==> src/rtl/core/assert_macros.svh <==
// ----------------------------------------------------------------------------
// Assertion macros
// Shared concurrent assertion forms, clocked on clk; ASSERT_CLKD is gated by rst_n.
// ----------------------------------------------------------------------------
`ifndef ASSERT_MACROS_SVH
`define ASSERT_MACROS_SVH

// Check prop at every clock edge outside reset.
`define ASSERT_CLKD(lbl, prop, msg) \
  lbl: assert property (@(posedge clk) disable iff (!rst_n) (prop)) else $error(msg);

// Check prop at every clock edge, reset included.
`define ASSERT_ALWAYS(lbl, prop, msg) \
  lbl: assert property (@(posedge clk) (prop)) else $error(msg);

`endif

==> src/rtl/core/dtps_pkg.sv <==
// ----------------------------------------------------------------------------
// dtps_pkg
// Types, codes and constants of the depth-tested pixel store.
// ----------------------------------------------------------------------------
`default_nettype none

package dtps_pkg;

  localparam int CHAN_W  = 12;
  localparam int ALPHA_W = 16;
  localparam int DEPTH_W = 31;
  localparam int FRAME_W = 10;

  localparam logic [CHAN_W-1:0]  INTENSITY_MAX = 12'd4095;
  localparam logic [CHAN_W-1:0]  BG_RED        = 12'd2048;
  localparam logic [CHAN_W-1:0]  BG_GREEN      = 12'd1792;
  localparam logic [CHAN_W-1:0]  BG_BLUE       = 12'd1536;
  localparam logic [DEPTH_W-1:0] DEPTH_MAX     = 31'h7FFF_FFFF;
  localparam logic [FRAME_W-1:0] FRAME_RESET   = 10'd512;

  // item codes
  localparam logic ACT_WRITE = 1'b0;
  localparam logic ACT_READ  = 1'b1;

  // result status codes
  localparam logic STAT_OK        = 1'b0;
  localparam logic STAT_OFF_FRAME = 1'b1;

  // register index, taken from paddr[2]
  localparam logic REG_FRAME_WIDTH  = 1'b0;
  localparam logic REG_FRAME_HEIGHT = 1'b1;

  typedef struct packed {
    logic [FRAME_W-1:0] frame_width;
    logic [FRAME_W-1:0] frame_height;
  } frame_cfg_t;

  typedef struct packed {
    logic [CHAN_W-1:0]  red;
    logic [CHAN_W-1:0]  green;
    logic [CHAN_W-1:0]  blue;
    logic [ALPHA_W-1:0] alpha;
    logic [DEPTH_W-1:0] depth;
  } pix_entry_t;

  localparam int ENTRY_W = $bits(pix_entry_t);

  localparam pix_entry_t BG_ENTRY = '{
    red:   BG_RED,
    green: BG_GREEN,
    blue:  BG_BLUE,
    alpha: '0,
    depth: DEPTH_MAX
  };

  function automatic logic [CHAN_W-1:0] clamp_channel(input logic signed [15:0] v);
    logic [CHAN_W-1:0] r;
    if (v[15]) begin
      r = '0;
    end else if (v[14:12] != 3'b000) begin
      r = INTENSITY_MAX;
    end else begin
      r = v[11:0];
    end
    return r;
  endfunction

endpackage

`default_nettype wire

==> src/rtl/core/dtps_cfg.sv <==
// ----------------------------------------------------------------------------
// dtps_cfg
// APB register file holding the active frame size.
// ----------------------------------------------------------------------------
`default_nettype none

module dtps_cfg (
  input  wire logic               clk,
  input  wire logic               rst_n,
  input  wire logic               psel,
  input  wire logic               penable,
  input  wire logic               pwrite,
  input  wire logic [2:0]         paddr,
  input  wire logic [31:0]        pwdata,
  output logic      [31:0]        prdata,
  output logic                    pready,
  output dtps_pkg::frame_cfg_t    frame
);

  import dtps_pkg::*;

  logic [FRAME_W-1:0] frame_width_r, frame_width_nxt;
  logic [FRAME_W-1:0] frame_height_r, frame_height_nxt;
  logic               wr_en;

  assign pready = 1'b1;
  assign wr_en  = psel && penable && pwrite && pready;

  always_comb begin
    frame_width_nxt  = frame_width_r;
    frame_height_nxt = frame_height_r;
    if (wr_en) begin
      case (paddr[2])
        REG_FRAME_WIDTH:  frame_width_nxt  = pwdata[FRAME_W-1:0];
        REG_FRAME_HEIGHT: frame_height_nxt = pwdata[FRAME_W-1:0];
        default: ;
      endcase
    end
  end

  always_ff @(posedge clk) begin
    if (!rst_n) begin
      frame_width_r  <= FRAME_RESET;
      frame_height_r <= FRAME_RESET;
    end else begin
      frame_width_r  <= frame_width_nxt;
      frame_height_r <= frame_height_nxt;
    end
  end

  always_comb begin
    case (paddr[2])
      REG_FRAME_WIDTH:  prdata = {{(32-FRAME_W){1'b0}}, frame_width_r};
      REG_FRAME_HEIGHT: prdata = {{(32-FRAME_W){1'b0}}, frame_height_r};
      default:          prdata = '0;
    endcase
  end

  assign frame.frame_width  = frame_width_r;
  assign frame.frame_height = frame_height_r;

endmodule

`default_nettype wire

==> config.mk <==
export PLATFORM = sky130hd
export DESIGN_NAME = dtps_cfg
export DESIGN_NICKNAME = d
export VERILOG_FILES = /design/src/rtl/core/assert_macros.svh /design/src/rtl/core/dtps_pkg.sv /design/src/rtl/core/dtps_cfg.sv
export SDC_FILE = /design/constraint.sdc
export NUM_CORES = 1
export LEC_CHECK = 0
export BUFFER_PORTS_ARGS = -buffer_cell sky130_fd_sc_hd__buf_2
export CAP_MARGIN = 20
export CORE_UTILIZATION = 29
export DETAILED_ROUTE_END_ITERATION = 16
export PLACE_DENSITY = 0.66
export SLEW_MARGIN = 0
export SYNTH_ARGS = -nofsm -noshare
export SYNTH_HDL_FRONTEND = slang
export SYNTH_SLANG_ARGS = --single-unit
export TNS_END_PERCENT = 1
==> constraint.sdc <==
create_clock -name clk -period 0.8 [get_ports clk]
set_input_delay 0.16 -clock clk [delete_from_list [all_inputs] [get_ports clk]]
set_output_delay 0.16 -clock clk [all_outputs]
set_load 0.02 [all_outputs]
==> run_results.csv, run 1 <==
group,metric,value,unit
sta,finClkSkew,0,ps
clock_network,clockBufferDepth,2,
global_route,grt_pass1_wl,3.84,mm
clock_network,clk_pin_slew,70,ps
layout,fin_nets,220,
clock_network,ctsHtreeMaxLevel,1,
clock_network,cts_hold_buffers,0,
sta,setup_viol,30,
pwr,p_clk_share,33.4,%
placement,dpl.hpwl,1.78,mm
die,die_area,4000,um2
layout,diodes,0,
clock_network,clock_sinks,20,
routing,routed_wl,2.45,mm
pwr,peakVddDrop,0.000679,V
pwr,switchingPower,0.602,mW
placement,numPortBuffers,45,
die,ios,93,
synth,synth_top_area_share,36.8,%
job,maxCapViolCount,0,
sta,holdWs,162,ps
setup_path,reg2reg_slack,60,ps
global_route,grt_pass1_vias,818,
global_route,grt_max_degree,16,
placement,place_inst,221,
sta,setup-tns-final,-6780,ps
sta,period_share,143,%
pwr,swShare,26.5,%
sta,rsz0062_at_grt,"true",
global_route,grt_usage,12.7,%
setup_path,r2r_start,"frame_width_r[9]$_SDFFE_PN1P_",
setup_path,worstPathArrival,980,ps
setup_path,worstSetupPathType,"flop to primary output",
layout,area_growth,67.9,%
synth,synth_cells,113,
synth,ys_types,12,
pwr,pwr_density_cell,1240,nW/um2
synth,synth_area_leaders,"dfxtp_1 37%, mux2i_1 18%, buf_4 17%",
sta,hold_viol,0,
die,die_width,63.2,um
sta,drv_slew,0,
layout,regArea,425,um2
routing,drc,0,
outcome,status,"finished, violations left",
routing,final_antenna_net_count,0,
layout,multi_input_area,587,um2
pwr,internal_power,1.67,mW
routing,wl_per_cell,10.9,um
outcome,violations,"setup timing",
routing,drt_iter0_drc,20,
sta,timing.fmax,0.875,GHz
synth,synth_area_leader_cell,"dfxtp_1",
setup_path,max_stage_delay,330,ps
routing,viasPerCell,4.04,
setup_path,worst_setup_path_end_kind,"primary output",
clock_network,numCtsBuffers,3,
die,initial_core_util,31.3,%
clock_network,insertion_delay,260,ps
global_route,grt_overflow_total,0,
die,num_rows,21,
placement,place.gp.congestion,0.708,
setup_path,crit_fanout,2,
synth,synth_area,1090,um2
pwr,combPwrFrac,21.1,%
setup_path,required,640,ps
layout,drive_gt1_share,58.7,%
setup_path,critPathSlowestCell,"dfxtp_2",
synth,yosys_warnings,0,
die,die_h,63.2,um
sta,post-route-min-period,1140,ps
setup_path,rr_worst_depth,3,
global_route,antenna_found_initial,0,
clock_network,cts_setup_buffers,0,
worst_hold_path,hold_start,"pwdata[4]",
worst_hold_path,hp-class,"primary input to flop",
synth,synth_seq_area_share,36.8,%
layout,final_cells,225,
clock_network,cts_tree,"yes",
pwr,leakagePower,0.995,nW
layout,fillers,321,
synth,syn_avg_cell_area,9.62,um2
synth,ys_ff_latch,20,
setup_path,critPathLaunchType,"flop",
clock_network,cts-root-buf,"clkbuf_8",
setup_path,r2r_end,"frame_width_r[9]$_SDFFE_PN1P_",
die,core-area,3470,um2
setup_path,cp_cell_sequence,"mux2_4 -> buf_6",
routing,first_pass_iters,4,
sta,timing.final.ws_setup,-343,ps
routing,vias,909,
worst_hold_path,whs_endpoint,"frame_width_r[4]$_SDFFE_PN0P_",
pwr,p_seq_share,45.5,%
worst_hold_path,hold_path_depth,3,
==> per-layer routing <==
metal  up-vias  share of wire [%]  routed length (um)  global-route usage (%)
met2        52                 47                1150                    21.1
met5         -                  0                   0                       0
met3         4                8.7                 214                    4.17
li1        461                  -                   -                       -
met4         0                1.6                  40                    5.97
met1       392                 43                1040                    14.7
==> cells by family after synthesis <==
logic type,count (synthesis),synth area share [%]
DFF,20,36.8
buffers and inverters,29,19.9
and+or+nand+nor,32,13.8
other,2,0.691
muxes,30,28.8
==> worst max-delay path by stage <==
stage	start	endpoint	slack [ps]
finish	frame_width_r[8]$_SDFFE_PN0P_	prdata[8]	-340
global route	frame_width_r[5]$_SDFFE_PN0P_	prdata[5]	-360
CTS	frame_width_r[5]$_SDFFE_PN0P_	prdata[5]	-340
detailed placement	paddr[2]	frame_width_r[2]$_SDFFE_PN0P_	-300
global placement	paddr[2]	frame_width_r[2]$_SDFFE_PN0P_	-260
floorplan	frame_width_r[9]$_SDFFE_PN1P_	prdata[9]	-7
==> worst max-delay path, delay by kind of cell (launching register included) <==
| family | cells | cell delay (ps) |
|---|---|---|
| flip-flops | 1 | 330 |
| multiplexers | 1 | 270 |
| buffers and inverters | 1 | 130 |
==> layout make-up <==
cell class / instances / share of cell area, %
well taps: 46 / 3.15
flip-flops and latches: 20 / 23.3
clock buffers: 4 / 3.02
repair buffers: 70 / 38.4
multi-input cells: 85 / 32.1
==> layout by cell type, fill, tap and decap left out <==
cell      instances
nand4_1           1
buf_4             7
buf_2            14
dfxtp_2          20
nand2_1          27
conb_1           23
nand4b_4          1
nor2b_1           3
buf_6            46
mux2i_1          20
clkbuf_8          4
buf_12            3
mux2_4           10
==> timing repair <==
| item | in CTS | in global routing |
|---|---|---|
| gates resized for setup | 74 | 2 |
| pin swaps | 0 | 0 |
| endpoints found under the setup margin | 40 | 40 |
==> Yosys cell counts <==
cell and number:
buf_2 2, buf_4 24, buf_6 2, clkbuf_1 1, conb_1 2, dfxtp_1 20, mux2_2 10, mux2i_1 20
nand2_1 27, nand4_1 1, nand4b_4 1, nor2b_1 3
==> registers in the layout (all words and copies together) (netlist names) <==
name,cells
frame_height_r,10
frame_width_r,10
==> through the flow <==
| stage | cell area (um2) | util, % | worst slack [ps] | power, mW |
|---|---|---|---|---|
| finish | 1830 | 52.6 | -343 | 2.27 |
| global route | 1830 | 52.6 | -362 | 2.36 |
| CTS | 1820 | 52.4 | -343 | 2.29 |
| detailed placement | 1520 | 43.8 | -301 | 1.47 |
| global placement | 1520 | 43.8 | -260 | 1.47 |
| floorplan | 1230 | - | -7.38 | 1.41 |
==> power by group through the flow <==
stage	registers, mW	logic, mW	clock network [mW]
floorplan	1.09	0.321	0
global placement	1.05	0.417	0
detailed placement	1.05	0.417	0
CTS	1.03	0.478	0.779
global route	1.04	0.510	0.818
finish	1.03	0.478	0.760
No activity file was read; power rests on OpenSTA's default activity.
==> run 2, diff against run 1 <==
CTS_CLUSTER_DIAMETER = 100   (was default)
MAX_ROUTING_LAYER = met4   (was default)
==> run_results.csv, run 2 (synthesis gave the netlist of run 1 again) <==
group,metric,value,unit
outcome,status,"finished, violations left",
outcome,violations,"setup timing",
setup_path,critPathLaunchType,"flop",
routing,wl_per_cell,10.9,um
layout,final_area,1830,um2
placement,post-place-ws,-301,ps
layout,diodes,0,
setup_path,reg2reg_slack,60,ps
sta,timing.final.ws_setup,-342,ps
routing,viasPerCell,4.03,
routing,vias,907,
pwr,peakVddDrop,0.000677,V
sta,drv_slew,0,
layout,drive_gt1_share,58.7,%
layout,final_cells,225,
layout,final_common_cell,"buf_6",
setup_path,path_buf_inv,1,
clock_network,clock_sinks,20,
global_route,grt_pass1_vias,817,
global_route,antenna_found_initial,0,
layout,multi_input_area,587,um2
layout,regArea,425,um2
global_route,grt_max_degree,16,
sta,rsz0062_at_grt,"true",
layout,fillers,321,
setup_path,worstPathArrival,980,ps
setup_path,worst_setup_path_end_kind,"primary output",
setup_path,max_stage_delay,320,ps
layout,area_growth,67.9,%
sta,hold_viol,0,
sta,period_share,143,%
setup_path,crit_fanout,2,
clock_network,cts-root-buf,"clkbuf_8",
layout,largest_registers,"frame_height_r (10), frame_width_r (10)",
die,ios,93,
sta,finClkSkew,0,ps
die,num_rows,21,
die,die_width,63.2,um
placement,dpl.hpwl,1.78,mm
routing,routed_wl,2.44,mm
sta,setup_viol,30,
die,core-area,3470,um2
clock_network,insertion_delay,250,ps
placement,place_area,1520,um2
routing,first_pass_iters,4,
global_route,grt_pass1_wl,3.84,mm
setup_path,critPathSlowestCell,"dfxtp_2",
sta,timing.fmax,0.876,GHz
placement,place.gp.congestion,0.716,
layout,final_util,52.6,%
die,initial_core_util,31.3,%
layout,final_cell_mix,"46 x buf_6, 27 x nand2_1, 23 x conb_1",
placement,numPortBuffers,45,
job,maxCapViolCount,0,
sta,setup-tns-final,-6750,ps
die,die_area,4000,um2
setup_path,required,640,ps
sta,holdWs,163,ps
worst_hold_path,hp-class,"primary input to flop",
sta,post-route-min-period,1140,ps
clock_network,numCtsBuffers,3,
clock_network,cts_setup_buffers,0,
worst_hold_path,hold_start,"pwdata[4]",
setup_path,rr_worst_depth,3,
pwr,finalPower,2.27,mW
setup_path,r2r_end,"frame_width_r[9]$_SDFFE_PN1P_",
clock_network,clockBufferDepth,2,
setup_path,r2r_start,"frame_width_r[9]$_SDFFE_PN1P_",
worst_hold_path,whs_endpoint,"frame_width_r[4]$_SDFFE_PN0P_",
routing,drt_iter0_drc,21,
global_route,grt_usage,13.1,%
setup_path,worstSetupPathType,"flop to primary output",
worst_hold_path,hold_path_depth,3,
die,die_h,63.2,um
setup_path,cpLargestDelayFamily,"flip-flops",
layout,fin_nets,220,
pwr,pwr_density_cell,1240,nW/um2
routing,final_antenna_net_count,0,
clock_network,cts_hold_buffers,0,
pwr,leakagePower,0.995,nW
placement,place_inst,221,
routing,drc,0,
clock_network,cts_tree,"yes",
clock_network,clk_pin_slew,70,ps
clock_network,ctsHtreeMaxLevel,1,
global_route,grt_overflow_total,0,
setup_path,cp_cell_sequence,"mux2_4 -> buf_6",
-- run 2: worst min-delay path: stages --
cell     delay [ps]
buf_2           100
nand2_1          60
mux2i_1          60
-- run 2: layout make-up --
| type | instances | share of cell area [%] |
|---|---|---|
| repair buffers | 70 | 38.4 |
| multi-input cells | 85 | 32.1 |
| flip-flops and latches | 20 | 23.3 |
| well taps | 46 | 3.15 |
| clock buffers | 4 | 3.02 |
-- run 2: worst max path at each step --
| stage | start | endpoint | slack (ps) | depth (start not counted) |
|---|---|---|---|---|
| 2_1_floorplan | frame_width_r[9]$_SDFFE_PN1P_ | prdata[9] | -7 | 1 |
| 3_3_place_gp | paddr[2] | frame_width_r[2]$_SDFFE_PN0P_ | -260 | 4 |
| 3_5_place_dp | paddr[2] | frame_width_r[2]$_SDFFE_PN0P_ | -300 | 4 |
| 4_1_cts | frame_width_r[5]$_SDFFE_PN0P_ | prdata[5] | -340 | 2 |
| 5_1_grt | frame_width_r[5]$_SDFFE_PN0P_ | prdata[5] | -360 | 2 |
| 6_report | frame_width_r[5]$_SDFFE_PN0P_ | prdata[5] | -340 | 2 |
-- run 2: per-layer routing --
metal	vias to the layer above	global-route usage [%]	wire length (um)
met1	394	14.9	1060
met5	-	-	0
met4	0	5.97	17
met3	2	3.80	201
li1	461	-	-
met2	50	21.1	1170
-- run 2: power by group --
group | internal [mW] | leakage (nW) | switching, mW
clock | 0.437 | 0.0288 | 0.319
combinational | 0.213 | 0.797 | 0.266
sequential | 1.02 | 0.170 | 0.0132
-- run 2: repair_timing --
action,CTS,global route
resized for setup,74,2
endpoints found under the setup margin,40,40
cloned,0,0
pin swaps,0,0
