## config.mk

```make
export PLATFORM = sky130hd
export DESIGN_NAME = dtps_ram
export DESIGN_NICKNAME = d
export VERILOG_FILES = /design/src/rtl/core/assert_macros.svh /design/src/rtl/core/dtps_ram.sv
export SDC_FILE = /design/constraint.sdc
export NUM_CORES = 1
export LEC_CHECK = 0
export BUFFER_PORTS_ARGS = -buffer_cell sky130_fd_sc_hd__buf_2
export CAP_MARGIN = 20
export CELL_PAD_IN_SITES_DETAIL_PLACEMENT = 1
export CELL_PAD_IN_SITES_GLOBAL_PLACEMENT = 2
export CORE_MARGIN = 1.5
export CORE_UTILIZATION = 43
export CTS_CLUSTER_SIZE = 30
export DETAILED_ROUTE_END_ITERATION = 10
export PLACE_DENSITY_LB_ADDON = 0.1
export SYNTH_ARGS = -nofsm -noshare
export SYNTH_HDL_FRONTEND = slang
export SYNTH_SLANG_ARGS = --single-unit
```

## constraint.sdc

```tcl
create_clock -name clk -period 1.8 [get_ports clk]
set_clock_uncertainty 0.1 [all_clocks]
set_input_delay 0.18 -clock clk [delete_from_list [all_inputs] [get_ports clk]]
set_output_delay 0.18 -clock clk [all_outputs]
set_load 0.005 [all_outputs]
```

## src/rtl/core/assert_macros.svh

```systemverilog
// ----------------------------------------------------------------------------
// Assertion macros
// Shared concurrent assertion forms, clocked on clk; ASSERT_CLKD is gated by rst_n.
// ----------------------------------------------------------------------------
`ifndef ASSERT_MACROS_SVH
`define ASSERT_MACROS_SVH

// Check prop at every clock edge outside reset.
`define ASSERT_CLKD(lbl, prop, msg) \
  lbl: assert property (@(posedge clk) disable iff (!rst_n) (prop)) else $error(msg);

// Check prop at every clock edge, reset included.
`define ASSERT_ALWAYS(lbl, prop, msg) \
  lbl: assert property (@(posedge clk) (prop)) else $error(msg);

`endif

```

## src/rtl/core/dtps_ram.sv

```systemverilog
// ----------------------------------------------------------------------------
// dtps_ram
// Generic simple dual-port RAM: one write port, one read port, registered read.
// ----------------------------------------------------------------------------
`default_nettype none

module dtps_ram #(
  parameter int WIDTH = 8,
  parameter int DEPTH = 16,
  localparam int AW   = (DEPTH > 1) ? $clog2(DEPTH) : 1
) (
  input  wire logic             clk,
  input  wire logic             we,
  input  wire logic [AW-1:0]    waddr,
  input  wire logic [WIDTH-1:0] wdata,
  input  wire logic             re,
  input  wire logic [AW-1:0]    raddr,
  output logic      [WIDTH-1:0] rdata
);

  logic [WIDTH-1:0] mem [DEPTH];

  always_ff @(posedge clk) begin
    if (we) begin
      mem[waddr] <= wdata;
    end
    if (re) begin
      rdata <= mem[raddr];
    end
  end

endmodule

`default_nettype wire

```

==> qor.yml, run 1 <==
drv_slew: 0
routed-wl-met3_um: 452
synthArstFlopShare_pct: 0
r2r-start: "mem[1][0]"
initial_core_util_pct: 43.9
yosysSeqAreaShare_pct: 78.1
ios: 27
cp_cell_sequence: "mux4_1 -> a22oi_1 -> nand2_1"
routed_wl_mm: 10.9
endpoint_kind: "flip-flop"
antenna_left: 0
grt_pass1_vias: 2624
grt_pass1_wl_mm: 16.5
clkSinkCount: 136
min_period_ns: 1.66
holdCritStartpoint: "re"
drtIter0Drc: 105
detailroute.via_count: 2470
clock_latency_ns: 0.41
required_ns: 1.86
setup_violations: 0
fmax_mhz: 603
dpl.hpwl_mm: 7.05
gp_congestion: 0.744
clk_pin_slew_worst_paths_ns: 0.05
syn_to_final_growth_pct: 18.1
grt-ovfl-total: 0
cts.repair.resized: 0
synth_ff_type: "edfxtp_1"
wire_per_inst_um: 24.3
syn_nets: 248
worstReg2RegEnd: "rdata[0]"
via_per_inst: 5.53
rows: 40
drc: 0
syn_area_mm2: 0.00523
finalCritPeriodShare_pct: 92.2
whs_endpoint: "rdata[0]"
start_kind: "flip-flop"
coreArea_mm2: 0.0119
nets: 309
layout_common_cells: "edfxtp_1 (136), buf_2 (26), buf_4 (22)"
hold_path_depth: 1
cap_violations: 0
antenna_found_initial: 1
ys_ff_latch: 136
synth.area.top_cells: "edfxtp_1 (78%), mux4_2 (7.8%), mux4_1 (7.0%)"
die-area_mm2: 0.0128
setup_tns_ns: 0
rsz0062_at_grt: "no"
die_w_um: 113
cts_buffers: 17
cts_tree: "yes"
final_common_cell: "edfxtp_1"
p_leak_nw: 2.10
antenna_cells: 0
n_fill_cell: 1090
syn-instance-count: 229
wl_met1_mm: 4.76
vdd_drop_max_v: 0.000390
syn_area_per_cell_um2: 22.8
synth_edf_count: 136
synth_cell_types: 18
worst_slack_ns: 0.141
powerDensity_mw_per_mm2: 1090
yosysTopAreaCellShare_pct: 78.1
root_buffer: "clkbuf_16"
h-tree-depth: 4
top_layer: "met4"
r2r_cells: 3
hold_viol_final: 0
ys.warnings.count: 0
drive_above_1_share_pct: 30.7
drtPass1Iterations: 4
cp_slowest_cell: "mux4_1"
postCtsSetupRepairBufs: 0
worst_pin_slew_ns: 0.417
grt_usage_pct: 18.9
rrSetupSlack_ns: 0.14
grt_max_degree: 18
pre_cts_slack_ns: -0.144
synth_top_cell_by_area: "edfxtp_1"
hp-class: "in2reg"
die_y_um: 113
outcome: "complete, no violations"
slowest_delay_ns: 0.51
slew_headroom_pct: 72.2
routed-wl-met2_mm: 5.53
arrival_ns: 1.72
criticalPathCategory: "reg2reg"
port_buffers: 26
clock_path_buffers: 2
crit_fanout: 1
holdBufCountCts: 0
[power breakdown]
part / internal [mW] / switching (mW) / total [mW]
clock network: 1.70 / 1.12 / 2.81
logic: 0.155 / 0.193 / 0.349
registers: 3.57 / 0.0223 / 3.60
[through the flow]
step / std cells / hold WS [ns] / utilization (%) / power, mW / cell area, µm²
floorplan: 229 / 0.179 / - / 3.83 / 5230
global placement: 418 / 0.478 / 47.9 / 4.01 / 5700
detailed placement: 418 / 0.472 / 47.9 / 4.02 / 5700
CTS: 447 / 0.0384 / 51.8 / 6.83 / 6180
global route: 447 / 0.0396 / 51.8 / 6.99 / 6180
finish: 447 / 0.0537 / 51.8 / 6.76 / 6180
[Yosys cell counts (2+ instances only)]
master and number:
clkdlybuf4s25_2 3, mux4_2 18, nor2_1 13, buf_2 3, a22oi_1 16, nand3b_1 2, nor3_1 4, edfxtp_1 136
nand2b_1 2, buf_6 3, nand2_1 9, mux4_1 14
[area by class of cell]
class | count | area [µm²] | share of cell area (%)
sequential | 136 | 4080 | 66.1
multi-input combinational | 83 | 1060 | 17.1
clock buffer | 21 | 440 | 7.13
timing repair buffer | 52 | 375 | 6.08
tap | 147 | 184 | 2.98
clock inverter | 8 | 35.0 | 0.567
[critical path, delay by kind of cell, from the launching register on]
| kind | cells | cell delay, ns |
|---|---|---|
| multiplexers | 1 | 0.51 |
| AO/OA/AOI/OAI | 1 | 0.35 |
| AND/OR/NAND/NOR | 1 | 0.09 |
| flip-flops | 1 | 0.36 |
[per-layer routing]
layer	vias to the layer above	global-route usage, %
met2	56	30.5
li1	1095	-
met4	0	7.67
met3	12	5.78
met1	1307	24.3
met5	-	0
[logic make-up after synthesis]
group / after synthesis / share of synthesized area, %
flip-flops: 136 / 78.1
AND/OR/NAND/NOR: 35 / 3.14
multiplexers: 32 / 14.8
AO/OA/AOI/OAI: 16 / 2.30
buffers and inverters: 10 / 1.65
[state kept, by name (all words and copies together) (netlist names)]
register	cells
rdata	8
mem	128
[worst max-delay path by stage]
| stage | endpoint | slack [ns] | start |
|---|---|---|---|
| floorplan | mem[0][0] | 0.03 | waddr[2] |
| global placement | rdata[0] | -0.13 | raddr[0] |
| detailed placement | rdata[0] | -0.14 | raddr[0] |
| CTS | rdata[0] | 0.10 | mem[1][0] |
| global route | rdata[0] | 0.04 | mem[1][0] |
| finish | rdata[0] | 0.14 | mem[1][0] |
(Power assumes the default switching activity.)
==> run 2, diff against run 1 <==
--- a/config.mk
+++ b/config.mk
@@ -5,7 +5,7 @@
 export SDC_FILE = /design/constraint.sdc
 export NUM_CORES = 1
 export LEC_CHECK = 0
-export BUFFER_PORTS_ARGS = -buffer_cell sky130_fd_sc_hd__buf_2
+export BUFFER_PORTS_ARGS = -buffer_cell sky130_fd_sc_hd__buf_4
 export CAP_MARGIN = 20
 export CELL_PAD_IN_SITES_DETAIL_PLACEMENT = 1
 export CELL_PAD_IN_SITES_GLOBAL_PLACEMENT = 2
==> run 2 against run 1 <==
Against the previous run:
- first-iteration DRC count rose by 20%
- total power up 13%
- utilization is 2.7 points higher
- worst setup slack better by 0.052 ns
- non-clock buffer count grew 10
- count of clock-buffer cells in the layout fell by 3
- fmax grew 3.2%
- sequential share of layout area fell by 3.3 points
- clock power increased by 31%
- flip-flop and latch count did not move
- via count up 0.40%
- critical path type unchanged
==> qor.yml, run 2 (synthesis results as in run 1) <==
layout_common_cells: "edfxtp_1 (136), buf_4 (49), mux4_2 (18)"  # was edfxtp_1 (136), buf_2 (26), buf_4 (22)
grt-ovfl-total: 0  # unchanged
h-tree-depth: 4  # unchanged
die-area_mm2: 0.0128  # unchanged
port_buffers: 26  # unchanged
routed_wl_mm: 10.6  # was 10.9 mm
detailroute.via_count: 2480  # was 2470
nets: 319  # was 309
grt_usage_pct: 18.4  # was 18.9%
clk_pin_slew_worst_paths_ns: 0.06  # was 0.05 ns
p_total_mw: 7.65  # was 6.76 mW
arrival_ns: 1.67  # was 1.72 ns
powerDensity_mw_per_mm2: 1180  # was 1090 mW/mm²
postCtsSetupRepairBufs: 0  # unchanged
criticalPathCategory: "reg2reg"  # unchanged
setup_violations: 0  # unchanged
grt_pass1_wl_mm: 16.2  # was 16.5 mm
coreArea_mm2: 0.0119  # unchanged
worst_pin_slew_ns: 0.436  # was 0.417 ns
clock_latency_ns: 0.41  # about the same
p_sw_mw: 1.45  # was 1.33 mW
outcome: "complete, no violations"  # unchanged
initial_core_util_pct: 43.9  # unchanged
gp_congestion: 0.707  # was 0.744
switching_share_pct: 19.0  # was 19.7%
required_ns: 1.86  # about the same
final_common_cell: "edfxtp_1"  # unchanged
power_frac_comb_pct: 5.0  # was 5.2%
rows: 40  # unchanged
clkSinkCount: 136  # unchanged
cp_slowest_cell: "mux4_1"  # unchanged
root_buffer: "clkbuf_16"  # unchanged
die_y_um: 113  # unchanged
vdd_drop_max_v: 0.000535  # was 0.000390 V
endpoint_kind: "flip-flop"  # unchanged
internal-power_mw: 6.20  # was 5.43 mW
antenna_found_initial: 0  # was 1
via_per_inst: 5.39  # was 5.53
hold_viol_final: 0  # unchanged
cts_buffers: 17  # unchanged
syn_to_final_growth_pct: 24.3  # was 18.1%
finalCritPeriodShare_pct: 89.3  # was 92.2%
wire_per_inst_um: 23.0  # was 24.3 µm
crit_fanout: 1  # unchanged
cp_cell_sequence: "mux4_1 -> a22oi_1 -> nand2_1"  # unchanged
antenna_cells: 0  # unchanged
cts.repair.resized: 0  # unchanged
die_w_um: 113  # unchanged
fmax_mhz: 622  # was 603 MHz
cap_violations: 0  # unchanged
largest_reg_flops: 128  # unchanged
min_period_ns: 1.61  # was 1.66 ns
cts_tree: "yes"  # unchanged
drtIter0Drc: 126  # was 105
top_register: "mem"  # unchanged
clock_path_buffers: 2  # unchanged
drc: 0  # unchanged
slew_headroom_pct: 71.0  # was 72.2%
design_area_mm2: 0.00650  # was 0.00618 mm²
top_regs: "mem (128), rdata (8)"  # unchanged
rsz0062_at_grt: "no"  # unchanged
drive_above_1_share_pct: 32.6  # was 30.7%
grt_pass1_vias: 2724  # was 2624
antenna_left: 0  # unchanged
grt_max_degree: 17  # was 18
p_seq_share_pct: 46.9  # was 53.2%
post_dp_cell_area_mm2: 0.00577  # was 0.00570 mm²
start_kind: "flip-flop"  # unchanged
drv_slew: 0  # unchanged
drtPass1Iterations: 4  # unchanged
hp-class: "in2reg"  # unchanged
ios: 27  # unchanged
dpl.hpwl_mm: 6.88  # was 7.05 mm
p_leak_nw: 2.23  # was 2.10 nW
p_clk_share_pct: 48.1  # was 41.6%
slowest_delay_ns: 0.55  # was 0.51 ns
run 2: worst max-delay path, delay by kind of cell (launching register included):
family / cells / cell delay [ns]
mux: 1 / 0.55
flops: 1 / 0.36
compound gates: 1 / 0.27
simple gates: 1 / 0.08
run 2: power groups by stage:
stage / logic, mW / registers, mW / clock network (mW)
global route: 0.415 / 3.59 / 3.87
floorplan: 0.180 / 3.65 / 0
global placement: 0.372 / 3.65 / 0
CTS: 0.395 / 3.59 / 3.77
finish: 0.383 / 3.59 / 3.68
detailed placement: 0.378 / 3.65 / 0
run 2: stage by stage:
stage	TNS [ns]	std cells	worst slack, ns	util, %	hold WS [ns]
finish	0	460	0.193	54.5	0.193
CTS	0	460	0.161	54.5	0.175
global placement	-0.298	419	-0.0969	48.5	0.394
detailed placement	-0.440	419	-0.113	48.5	0.406
floorplan	0	229	0.0271	-	0.179
global route	0	460	0.131	54.5	0.190
run 2: metal layers:
layer / vias up / global-route usage (%) / share of wire (%)
met5: - / 0 / 0
met4: 0 / 7.08 / 1.1
met3: 11 / 5.78 / 3.4
met2: 45 / 28.7 / 50
met1: 1303 / 24.4 / 46
li1: 1121 / - / -
run 2: area by class of cell:
type,instances,area [µm²]
repair buffers,62,538
multi-input cells,83,1060
clock inverters,14,205
flip-flops and latches,136,4080
well taps,147,184
fillers,1044,5410
clock buffers,18,429
run 2: worst paths after layout:
| check | cells past startpoint | from | slack (ns) | end |
|---|---|---|---|---|
| worst max-delay path | 3 | mem[1][2] | 0.19 | rdata[2] |
| worst min-delay path | 3 | waddr[0] | 0.19 | mem[0][0] |
| worst max register to register | 3 | mem[1][2] | 0.19 | rdata[2] |
| worst min register to register | 3 | mem[4][1] | 0.64 | rdata[1] |
run 2: repair_timing:
item / in CTS / in global routing
hold buffers: 9 / 0
hold endpoints to repair: 136 / 0
endpoints found under the setup margin: 0 / 0
==> run 3, diff against run 2 <==
--- a/config.mk
+++ b/config.mk
@@ -10,7 +10,7 @@
 export CELL_PAD_IN_SITES_DETAIL_PLACEMENT = 1
 export CELL_PAD_IN_SITES_GLOBAL_PLACEMENT = 2
 export CORE_MARGIN = 1.5
-export CORE_UTILIZATION = 43
+export CORE_UTILIZATION = 45
 export CTS_CLUSTER_SIZE = 30
 export DETAILED_ROUTE_END_ITERATION = 10
 export PLACE_DENSITY_LB_ADDON = 0.1
==> constraint.sdc (replaced) <==
create_clock -name clk -period 1.6 [get_ports clk]
set_clock_uncertainty 0.1 [all_clocks]
set_input_delay 0.16 -clock clk [delete_from_list [all_inputs] [get_ports clk]]
set_output_delay 0.16 -clock clk [all_outputs]
set_load 0.005 [all_outputs]
==> run 3 against run 2 <==
Against the previous run:
- flip-flop and latch count unchanged
- via count up 2.8%
- non-clock buffer count shrank 2
- highest routed layer unchanged
- final cell count fell by 1.3%
==> qor.yml, run 3 (synthesis results as in run 1) <==
worstReg2RegEnd: "rdata[2]"  # unchanged
drtPass1Iterations: 4  # unchanged
via_per_inst: 5.61  # was 5.39
cts_tree: "yes"  # unchanged
clock_latency_ns: 0.42  # was 0.41 ns
r2r-start: "mem[10][2]"  # was mem[1][2]
crit_fanout: 1  # unchanged
rsz0062_at_grt: "no"  # unchanged
r2r_cells: 3  # unchanged
die_w_um: 111  # was 113 µm
hold_viol_final: 0  # unchanged
arrival_ns: 1.64  # was 1.67 ns
final_common_cell: "edfxtp_1"  # unchanged
top_register: "mem"  # unchanged
drc: 0  # unchanged
grt_pass1_wl_mm: 17.5  # was 16.2 mm
min_period_ns: 1.57  # was 1.61 ns
grt-ovfl-total: 0  # unchanged
cap_violations: 0  # unchanged
top_regs: "mem (128), rdata (8)"  # unchanged
drive_above_1_share_pct: 35.7  # was 32.6%
endpoint_kind: "flip-flop"  # unchanged
ios: 27  # unchanged
drv_slew: 0  # unchanged
die-area_mm2: 0.0123  # was 0.0128 mm²
die_y_um: 111  # was 113 µm
worst_pin_slew_ns: 0.853  # was 0.436 ns
syn_to_final_growth_pct: 23.4  # was 24.3%
nets: 317  # was 319
crit_start: "mem[10][2]"  # was mem[1][2]
h-tree-depth: 4  # unchanged
clkSinkCount: 136  # unchanged
detailroute.via_count: 2549  # was 2480
hp-class: "in2reg"  # unchanged
fmax_mhz: 636  # was 622 MHz
antenna_found_initial: 0  # unchanged
outcome: "complete, no violations"  # unchanged
root_buffer: "clkbuf_16"  # unchanged
criticalPathCategory: "reg2reg"  # unchanged
initial_core_util_pct: 46.0  # was 43.9%
required_ns: 1.67  # was 1.86 ns
p_total_mw: 8.20  # was 7.65 mW
antenna_cells: 0  # unchanged
setup_violations: 0  # unchanged
vdd_drop_max_v: 0.000745  # was 0.000535 V
gp_congestion: 0.702  # was 0.707
fin_cells: 454  # was 460
layout_common_cells: "edfxtp_1 (136), buf_4 (46), mux4_2 (21)"  # was edfxtp_1 (136), buf_4 (49), mux4_2 (18)
coreArea_mm2: 0.0114  # was 0.0119 mm²
slew_headroom_pct: 43.0  # was 71.0%
clk_pin_slew_worst_paths_ns: 0.06  # about the same
largest_reg_flops: 128  # unchanged
crit_end: "rdata[2]"  # unchanged
grt_usage_pct: 20.6  # was 18.4%
wire_per_inst_um: 25.0  # was 23.0 µm
rows: 39  # was 40
clock_path_buffers: 2  # unchanged
cts_buffers: 17  # unchanged
grt_max_degree: 17  # unchanged
grt_pass1_vias: 2771  # was 2724
dpl.hpwl_mm: 7.20  # was 6.88 mm
antenna_left: 0  # unchanged
start_kind: "flip-flop"  # unchanged
finalCritPeriodShare_pct: 98.2  # was 89.3%
postCtsSetupRepairBufs: 0  # unchanged
p_leak_nw: 2.19  # was 2.23 nW
rrSetupSlack_ns: 0.03  # was 0.19 ns
powerDensity_mw_per_mm2: 1270  # was 1180 mW/mm²
routed_wl_mm: 11.3  # was 10.6 mm
place_inst: 413  # was 419
port_buffers: 26  # unchanged
drtIter0Drc: 119  # was 126
-- run 3: final cells by class --
| cell class | instances | area (µm²) |
|---|---|---|
| sequential | 136 | 4080 |
| tap | 143 | 179 |
| clock buffer | 19 | 433 |
| multi-input combinational | 83 | 1090 |
| fill | 980 | 4920 |
| timing repair buffer | 60 | 536 |
| clock inverter | 13 | 131 |
-- run 3: power by group --
part	total, mW	leakage, nW	internal [mW]	switching, mW
logic	0.444	0.676	0.219	0.225
clock network	3.71	0.276	2.28	1.43
registers	4.04	1.24	4.02	0.0257
total	8.20	2.19	6.51	1.68
-- run 3: repair_timing --
| item | in CTS | in global routing |
|---|---|---|
| setup endpoints to repair | 2 | 5 |
| hold endpoints to repair | 136 | 0 |
| resized for setup | 2 | 8 |
| hold buffers | 9 | 0 |
| pin swaps | 1 | 1 |
-- run 3: worst min path at each step --
stage             start          to  cells after the start
6_report       waddr[0]   mem[0][0]                      3
5_1_grt        waddr[0]  mem[12][4]                      3
4_1_cts        waddr[0]  mem[12][0]                      3
3_5_place_dp   wdata[5]   mem[6][5]                      1
3_3_place_gp   wdata[5]   mem[6][5]                      1
2_1_floorplan  wdata[0]   mem[0][0]                      0
-- run 3: critical path: stages (launching register included) --
cell      delay (ns)
edfxtp_1        0.41
mux4_1          0.54
a22oi_1         0.20
nand2_1         0.07
-- run 3: layer usage --
layer	track usage, %	part of all wire (%)	up-vias
li1	-	-	1119
met4	7.69	1.7	0
met5	0	0	-
met1	27.6	43	1340
met3	5.30	4.9	14
met2	33.0	51	76
-- run 3: through the flow --
stage	instance area [µm²]	setup slack (ns)	hold slack (ns)	utilization [%]	setup TNS, ns
6_report	6450	0.0287	0.182	56.7	0
5_1_grt	6450	0.00532	0.182	56.7	0
4_1_cts	6430	0.00570	0.170	56.6	0
3_5_place_dp	5770	-0.205	0.377	50.8	-1.07
3_3_place_gp	5770	-0.189	0.370	50.8	-1.00
2_1_floorplan	5230	0.0576	0.159	-	0
